$ cat config.mk
export PLATFORM = sky130hd
export DESIGN_NAME = first_public_ipv4_from_forward_list_core
export DESIGN_NICKNAME = d
export VERILOG_FILES = /design/src/fpi4_pkg.sv /design/src/fpi4_range_check.sv /design/src/fpi4_token_parser.sv /design/src/first_public_ipv4_from_forward_list_core.sv
export SDC_FILE = /design/constraint.sdc
export NUM_CORES = 1
export LEC_CHECK = 0
export BUFFER_PORTS_ARGS = -buffer_cell sky130_fd_sc_hd__buf_2
export CAP_MARGIN = 25
export CORE_UTILIZATION = 35
export DETAILED_ROUTE_END_ITERATION = 12
export SYNTH_ARGS = -nofsm -noshare
export SYNTH_HDL_FRONTEND = slang
export SYNTH_SLANG_ARGS = --single-unit
$ cat constraint.sdc
create_clock -name clk -period 4.7 [get_ports clk]
set_clock_uncertainty 0.15 [all_clocks]
set_input_delay 0.235 -clock clk [delete_from_list [all_inputs] [get_ports clk]]
set_output_delay 0.235 -clock clk [all_outputs]
set_load 0.005 [all_outputs]
$ cat src/fpi4_pkg.sv
// shared types and constants for the first public ipv4 header scanner
// no dependencies
`timescale 1ns / 1ps

package fpi4_pkg;

	// character codes
	localparam logic [7:0] CHAR_SPACE = 8'h20;
	localparam logic [7:0] CHAR_TAB   = 8'h09;
	localparam logic [7:0] CHAR_COMMA = 8'h2C;
	localparam logic [7:0] CHAR_DOT   = 8'h2E;
	localparam logic [7:0] CHAR_ZERO  = 8'h30;
	localparam logic [7:0] CHAR_NINE  = 8'h39;

	localparam int unsigned NUM_RANGES = 8;
	localparam logic [8:0] OCTET_MAX = 9'd255;
	localparam logic [2:0] LAST_OCTET = 3'd3;
	localparam logic [1:0] DIGITS_MAX = 2'd3;

	// reserved ranges, bounds inclusive
	localparam logic [31:0] RANGE_LO [NUM_RANGES] = '{
		32'd167772160, 32'd1681915904, 32'd2130706432, 32'd2886729728,
		32'd3221225984, 32'd3227017984, 32'd3232235520, 32'd2851995648
	};
	localparam logic [31:0] RANGE_HI [NUM_RANGES] = '{
		32'd184549375, 32'd1686110207, 32'd2147483647, 32'd2887778303,
		32'd3221226239, 32'd3227018239, 32'd3232301055, 32'd2852061183
	};

	// per-token parse state
	typedef struct packed {
		logic [8:0]  octet_value;
		logic [2:0]  octet_index;
		logic [1:0]  digit_count;
		logic        token_active;
		logic        token_invalid;
		logic [23:0] partial_address;
	} parse_state_t;

	// token close event from parser to top level
	typedef struct packed {
		logic        close;
		logic        token_ok;
		logic [31:0] address;
	} token_evt_t;

endpackage

$ cat src/fpi4_range_check.sv
// reserved ipv4 range compare, eight ranges in parallel
// depends on fpi4_pkg
`timescale 1ns / 1ps

module fpi4_range_check (
	input  logic [31:0] address,
	output logic        reserved
);

	logic [fpi4_pkg::NUM_RANGES-1:0] hit;

	always_comb begin
		for (int i = 0; i < fpi4_pkg::NUM_RANGES; i++) begin
			hit[i] = (address >= fpi4_pkg::RANGE_LO[i]) && (address <= fpi4_pkg::RANGE_HI[i]);
		end
	end

	assign reserved = |hit;

endmodule

$ cat src/fpi4_token_parser.sv
// dotted-quad token parser, one header byte per step
// depends on fpi4_pkg
`timescale 1ns / 1ps

module fpi4_token_parser (
	input  logic                  clk,
	input  logic                  arst_n,
	input  logic                  step,
	input  logic [7:0]            header_byte,
	input  logic                  last_byte,
	output fpi4_pkg::token_evt_t  evt
);

	fpi4_pkg::parse_state_t state_q;
	fpi4_pkg::parse_state_t state_nxt;
	logic        sep;
	logic        is_digit;
	logic [11:0] times_ten;

	assign sep = (header_byte == fpi4_pkg::CHAR_SPACE) || (header_byte == fpi4_pkg::CHAR_TAB)
		|| (header_byte == fpi4_pkg::CHAR_COMMA);
	assign is_digit = (header_byte >= fpi4_pkg::CHAR_ZERO) && (header_byte <= fpi4_pkg::CHAR_NINE);
	assign times_ten = {state_q.octet_value, 3'b000} + {2'b00, state_q.octet_value, 1'b0}
		+ {8'd0, header_byte[3:0]};

	always_comb begin
		state_nxt = state_q;
		if (!sep) begin
			state_nxt.token_active = 1'b1;
			if (!state_q.token_invalid) begin
				if (is_digit) begin
					if (state_q.digit_count == 2'd0) begin
						state_nxt.octet_value = {5'd0, header_byte[3:0]};
						state_nxt.digit_count = 2'd1;
					end else if (state_q.octet_value == 9'd0) begin
						// leading zero
						state_nxt.token_invalid = 1'b1;
					end else if (times_ten > {3'd0, fpi4_pkg::OCTET_MAX}) begin
						state_nxt.token_invalid = 1'b1;
					end else begin
						state_nxt.octet_value = times_ten[8:0];
						if (state_q.digit_count < fpi4_pkg::DIGITS_MAX) begin
							state_nxt.digit_count = state_q.digit_count + 2'd1;
						end
					end
				end else if (header_byte == fpi4_pkg::CHAR_DOT) begin
					if (state_q.digit_count == 2'd0 || state_q.octet_index >= fpi4_pkg::LAST_OCTET) begin
						state_nxt.token_invalid = 1'b1;
					end else begin
						state_nxt.partial_address = {state_q.partial_address[15:0],
							state_q.octet_value[7:0]};
						state_nxt.octet_index = state_q.octet_index + 3'd1;
						state_nxt.digit_count = 2'd0;
						state_nxt.octet_value = 9'd0;
					end
				end else begin
					state_nxt.token_invalid = 1'b1;
				end
			end
		end
	end

	// token judged on the updated state
	always_comb begin
		evt.close    = sep || last_byte;
		evt.token_ok = state_nxt.token_active && !state_nxt.token_invalid
			&& (state_nxt.octet_index == fpi4_pkg::LAST_OCTET) && (state_nxt.digit_count != 2'd0);
		evt.address  = {state_nxt.partial_address, state_nxt.octet_value[7:0]};
	end

	always_ff @(posedge clk or negedge arst_n) begin
		if (!arst_n) begin
			state_q <= '0;
		end else if (step) begin
			if (evt.close) begin
				state_q <= '0;
			end else begin
				state_q <= state_nxt;
			end
		end
	end

endmodule

$ cat src/first_public_ipv4_from_forward_list_core.sv
// top level of the first public ipv4 header scanner
// depends on fpi4_pkg, fpi4_token_parser, fpi4_range_check
`timescale 1ns / 1ps

// usage
// - input channel (in_valid / in_stall) carries one header byte per request
//   with last_byte high on the final byte of a header
// - output channel (out_valid / out_stall) carries one request per header:
//   address_found and client_address (zero when nothing was found)
// - a byte is captured in an input register, then parsed from that register
//   by short logic: digit update, dot handling and eight parallel range
//   compares; the first public address is kept in match registers
// - throughput: one byte per cycle, set by the single parse stage, except
//   while a final byte waits for the output register to be free; the result
//   is loaded into the output register when the final byte leaves the input register
// - the input register keeps accepting bytes while a result waits on a
//   stalled output; only a second final byte waits until the output
//   register is taken, and then in_stall goes high
// - reset clears the parse state, the kept match and both valid flags
// - without a final byte no result is ever given

module first_public_ipv4_from_forward_list_core (
	input  logic        clk,
	input  logic        arst_n,
	input  logic        in_valid,
	output logic        in_stall,
	input  logic [7:0]  header_byte,
	input  logic        last_byte,
	output logic        out_valid,
	input  logic        out_stall,
	output logic        address_found,
	output logic [31:0] client_address
);

	// input register
	logic       valid_s1;
	logic [7:0] byte_s1;
	logic       last_s1;

	// kept match
	logic        match_seen_q;
	logic [31:0] match_address_q;

	// output register
	logic        out_valid_q;
	logic        found_q;
	logic [31:0] address_q;

	fpi4_pkg::token_evt_t evt;
	logic reserved;
	logic out_free;
	logic advance;
	logic take_match;
	logic seen_nxt;
	logic [31:0] addr_nxt;

	fpi4_token_parser u_parser (
		.clk         (clk),
		.arst_n      (arst_n),
		.step        (advance),
		.header_byte (byte_s1),
		.last_byte   (last_s1),
		.evt         (evt)
	);

	fpi4_range_check u_range (
		.address  (evt.address),
		.reserved (reserved)
	);

	// output slot free when empty or being taken this cycle
	assign out_free = !out_valid_q || !out_stall;
	// a non-final byte never needs the output slot
	assign advance  = valid_s1 && (!last_s1 || out_free);
	assign in_stall = valid_s1 && !advance;

	assign take_match = evt.close && evt.token_ok && !match_seen_q && !reserved;
	assign seen_nxt   = match_seen_q || take_match;
	assign addr_nxt   = take_match ? evt.address : match_address_q;

	// input register
	always_ff @(posedge clk or negedge arst_n) begin
		if (!arst_n) begin
			valid_s1 <= 1'b0;
		end else if (!in_stall) begin
			valid_s1 <= in_valid;
		end
	end

	always_ff @(posedge clk) begin
		if (!in_stall && in_valid) begin
			byte_s1 <= header_byte;
			last_s1 <= last_byte;
		end
	end

	// match registers, cleared at the end of each header
	always_ff @(posedge clk or negedge arst_n) begin
		if (!arst_n) begin
			match_seen_q    <= 1'b0;
			match_address_q <= '0;
		end else if (advance) begin
			if (last_s1) begin
				match_seen_q    <= 1'b0;
				match_address_q <= '0;
			end else begin
				match_seen_q    <= seen_nxt;
				match_address_q <= addr_nxt;
			end
		end
	end

	// output register
	always_ff @(posedge clk or negedge arst_n) begin
		if (!arst_n) begin
			out_valid_q <= 1'b0;
		end else if (advance && last_s1) begin
			out_valid_q <= 1'b1;
		end else if (!out_stall) begin
			out_valid_q <= 1'b0;
		end
	end

	always_ff @(posedge clk) begin
		if (advance && last_s1) begin
			found_q   <= seen_nxt;
			address_q <= seen_nxt ? addr_nxt : 32'd0;
		end
	end

	assign out_valid      = out_valid_q;
	assign address_found  = found_q;
	assign client_address = address_q;

endmodule
==> metrics.cfg <==
[die]
fp-row-count = 47
die_h_um = 133
core-area_mm2 = 0.0167
io_pins = 48
dieArea_mm2 = 0.0178
start_util_pct = 36.2
die_w_um = 133

[flow_run]
cap_violations = 0

[setup_path]
crit_fanout = 9
path_cells = inv_1 -> fa_1 -> inv_1 -> fa_1 -> a211oi_2 -> nor3b_1 -> mux2i_1 -> o311ai_1 -> or4_1 -> a21o_1 -> a222oi_1 -> o21ai_0
cp-endpoint = client_address[1]$_SDFFCE_PN0P_
rr_startpoint = u_parser.state_q[33]$_DFFE_PN0P_
crit_path_max_incr_delay_ps = 680
crit_arrival_ps = 4270
cp-start-kind = register
r2r_end = client_address[1]$_SDFFCE_PN0P_
crit_type = register to register
slowest_stage = or4_1
rrSetupSlack_ps = 430
r2r_cells = 12
cp.required_ps = 4700
startpoint = u_parser.state_q[33]$_DFFE_PN0P_
end_kind = register

[drt]
via_per_inst = 5.66
drt_iter0_markers = 344
firstDrtPassIters = 5
drc_errors = 0
drtAntennaViolNets = 0
drt-wirelength-per-cell_um = 18.1
vias = 4837
wl_um = 15500

[grt]
grt_pass1_vias = 4644
grt_use_total_pct = 18.4
gr-total-overflow = 0
antenna_found_initial = 0
grt_max_degree = 76
grt_pass1_wl_um = 25200

[synthesis]
netlist_instances = 567
synth_nets = 600
synthDistinctLibCells = 66
synth_edf_count = 42
synth-seq-cells = 117
yosysSeqAreaShare_pct = 51.9
synth_warnings = 0
synthArstFlopShare_pct = 64.1
synth_ff_type = dfrtp_1
synth.cell_area_mm2 = 0.00604
syn_area_per_cell_um2 = 10.7

[cells_and_area]
area_growth_syn_to_layout_pct = 20.7
drive_gt1_share_pct = 15.9
nets = 655
num_antenna_cells = 0
fillerInstances = 1565

[placed_design]
port_buffers = 47
preCtsSetupSlack_ps = 467
gp_congestion = 0.868
hpwl_um = 10500

[timing]
relSlewSlack_pct = 31.7
setup_viol = 0
fin_tns_setup_ps = 0
fin_crit_ps = 4270
rsz0062_at_grt = no
slew_viol_final = 0
timing.fmax_mhz = 234
worstMarginPinSlew_ps = 1020
layout_setup_ws_ps = 432
hold_viol_final = 0
finalCritPeriodShare_pct = 90.8

[power]
powerDensity_mw_per_mm2 = 353
max-vdd-ir-drop_v = 0.000253
total_power_mw = 2.57
leakagePower_nw = 3.15

[clocking]
cts_buffer_depth = 2
clk_pin_slew_ps = 60
cts_buffers = 17
clk_latency_ps = 420
cts.sinks = 117
cts-resized-gates = 0
root_buffer = clkbuf_16
htree_levels = 4
tritoncts = done
postCtsSetupBuffers = 0

[run_status]
status = completed

[worst_hold_path]
hp-class = input pin to async pin

-- logic make-up (layout without fill, tap and decap cells) --
logic type	Yosys count	after routing	synth area share (%)
AND/OR/NAND/NOR	166	166	14.5
AO/OA/AOI/OAI	159	159	19.4
flip-flops	117	117	51.9
buffers and inverters	76	144	5.15
multiplexers	23	23	3.83
adder cells (fa/ha/maj)	20	20	4.39
XOR/XNOR	6	6	0.869
-- flip-flops by register name, indices dropped and copies added, names as in the netlist --
name / count
client_address: 32
valid_s1: 1
address_found: 1
last_s1: 1
u_parser.state_q: 40
byte_s1: 8
out_valid: 1
match_seen_q: 1
match_address_q: 32
-- worst max-delay path: cells and delay by family (launching register included) --
family                     cells  cell delay, ps
adders and majority gates      2             960
DFF                            1             430
buffers and inverters          2             190
and+or+nand+nor                2             800
AOI/OAI and AO/OA              5            1320
muxes                          1             150
-- through the flow --
| step | std cells | hold slack, ps | util (%) | cell area (um^2) |
|---|---|---|---|---|
| finish | 855 | 9.12 | 43.7 | 7290 |
| global route | 855 | 14.2 | 43.7 | 7290 |
| CTS | 853 | 349 | 43.4 | 7250 |
| detailed placement | 809 | 264 | 39.1 | 6530 |
| global placement | 808 | 265 | 38.9 | 6500 |
| floorplan | 567 | -211 | - | 6040 |
-- area by class of cell --
| cell class | count | area, um^2 | area share [%] |
|---|---|---|---|
| inverter | 37 | 139 | 1.90 |
| sequential | 117 | 3140 | 43.0 |
| timing repair buffer | 75 | 531 | 7.27 |
| clock inverter | 12 | 154 | 2.11 |
| multi-input combinational | 374 | 2610 | 35.8 |
| tap | 220 | 275 | 3.77 |
| clock buffer | 20 | 447 | 6.12 |
-- timing repair --
item                                   4_1_cts  5_1_grt
setup endpoints to repair                    0        0
endpoints found under the hold margin       86        0
hold buffers                                12        0
-- Yosys cell counts, drive strengths merged, types with 7 or more instances --
library cell	instances	area, um^2
nor3	7	35.0
inv	37	139
nand4	9	56.3
buf	11	67.6
o21ai	41	209
a21oi	13	68.8
ha	18	225
o32ai	26	228
a22o	25	219
edfxtp	42	1260
nand3	11	55.1
nor2	22	82.6
nand2	63	236
clkbuf	28	105
mux2i	22	220
dfrtp	75	1880
or4	7	52.6
a21o	7	52.6
a31oi	7	43.8
-- power by group --
group | leakage [nW] | switching [mW] | internal (mW)
Clock | 0.286 | 0.473 | 0.846
Combinational | 1.42 | 0.0888 | 0.0551
Sequential | 1.44 | 0.0212 | 1.09
-- worst min path at each step --
stage	startpoint	to	slack, ps
final	arst_n	match_address_q[21]$_DFFE_PN0P_	9
after global routing	arst_n	match_address_q[19]$_DFFE_PN0P_	10
after CTS	header_byte[0]	byte_s1[0]$_DFFE_PP_	350
after detailed placement	header_byte[7]	byte_s1[7]$_DFFE_PP_	260
after global placement	header_byte[0]	byte_s1[0]$_DFFE_PP_	270
after floorplan	arst_n	match_address_q[0]$_DFFE_PN0P_	-210
-- placed cells by master (no fill, tap or decap), drive strengths merged, types with 4 or more instances in the layout --
master,synthesis,final
dfrtp,75,75
nand2,63,63
buf,11,63
edfxtp,42,42
o21ai,41,41
inv,37,38
o32ai,26,26
a22o,25,25
mux2i,22,22
nor2,22,22
clkbuf,28,20
ha,18,18
a21oi,13,13
dlygate4sd3,0,12
nand3,11,11
nand4,9,9
a21o,7,7
or4,7,7
nor3,7,7
a31oi,7,7
nand2b,6,6
and2,6,6
nor4,5,5
o31ai,5,5
clkinv,0,5
and3,4,4
xnor2,4,4
and4,4,4
a41oi,4,4
nand4b,4,4
-- routing by layer --
| metal | part of all wire [%] | track usage [%] | up-vias |
|---|---|---|---|
| met3 | 5.6 | 4.41 | 26 |
| met1 | 47 | 25.4 | 2378 |
| met5 | 0 | 0 | - |
| met4 | 1.8 | 7.32 | 0 |
| li1 | - | - | 2273 |
| met2 | 46 | 27.7 | 160 |
(Power assumes the default switching activity.)
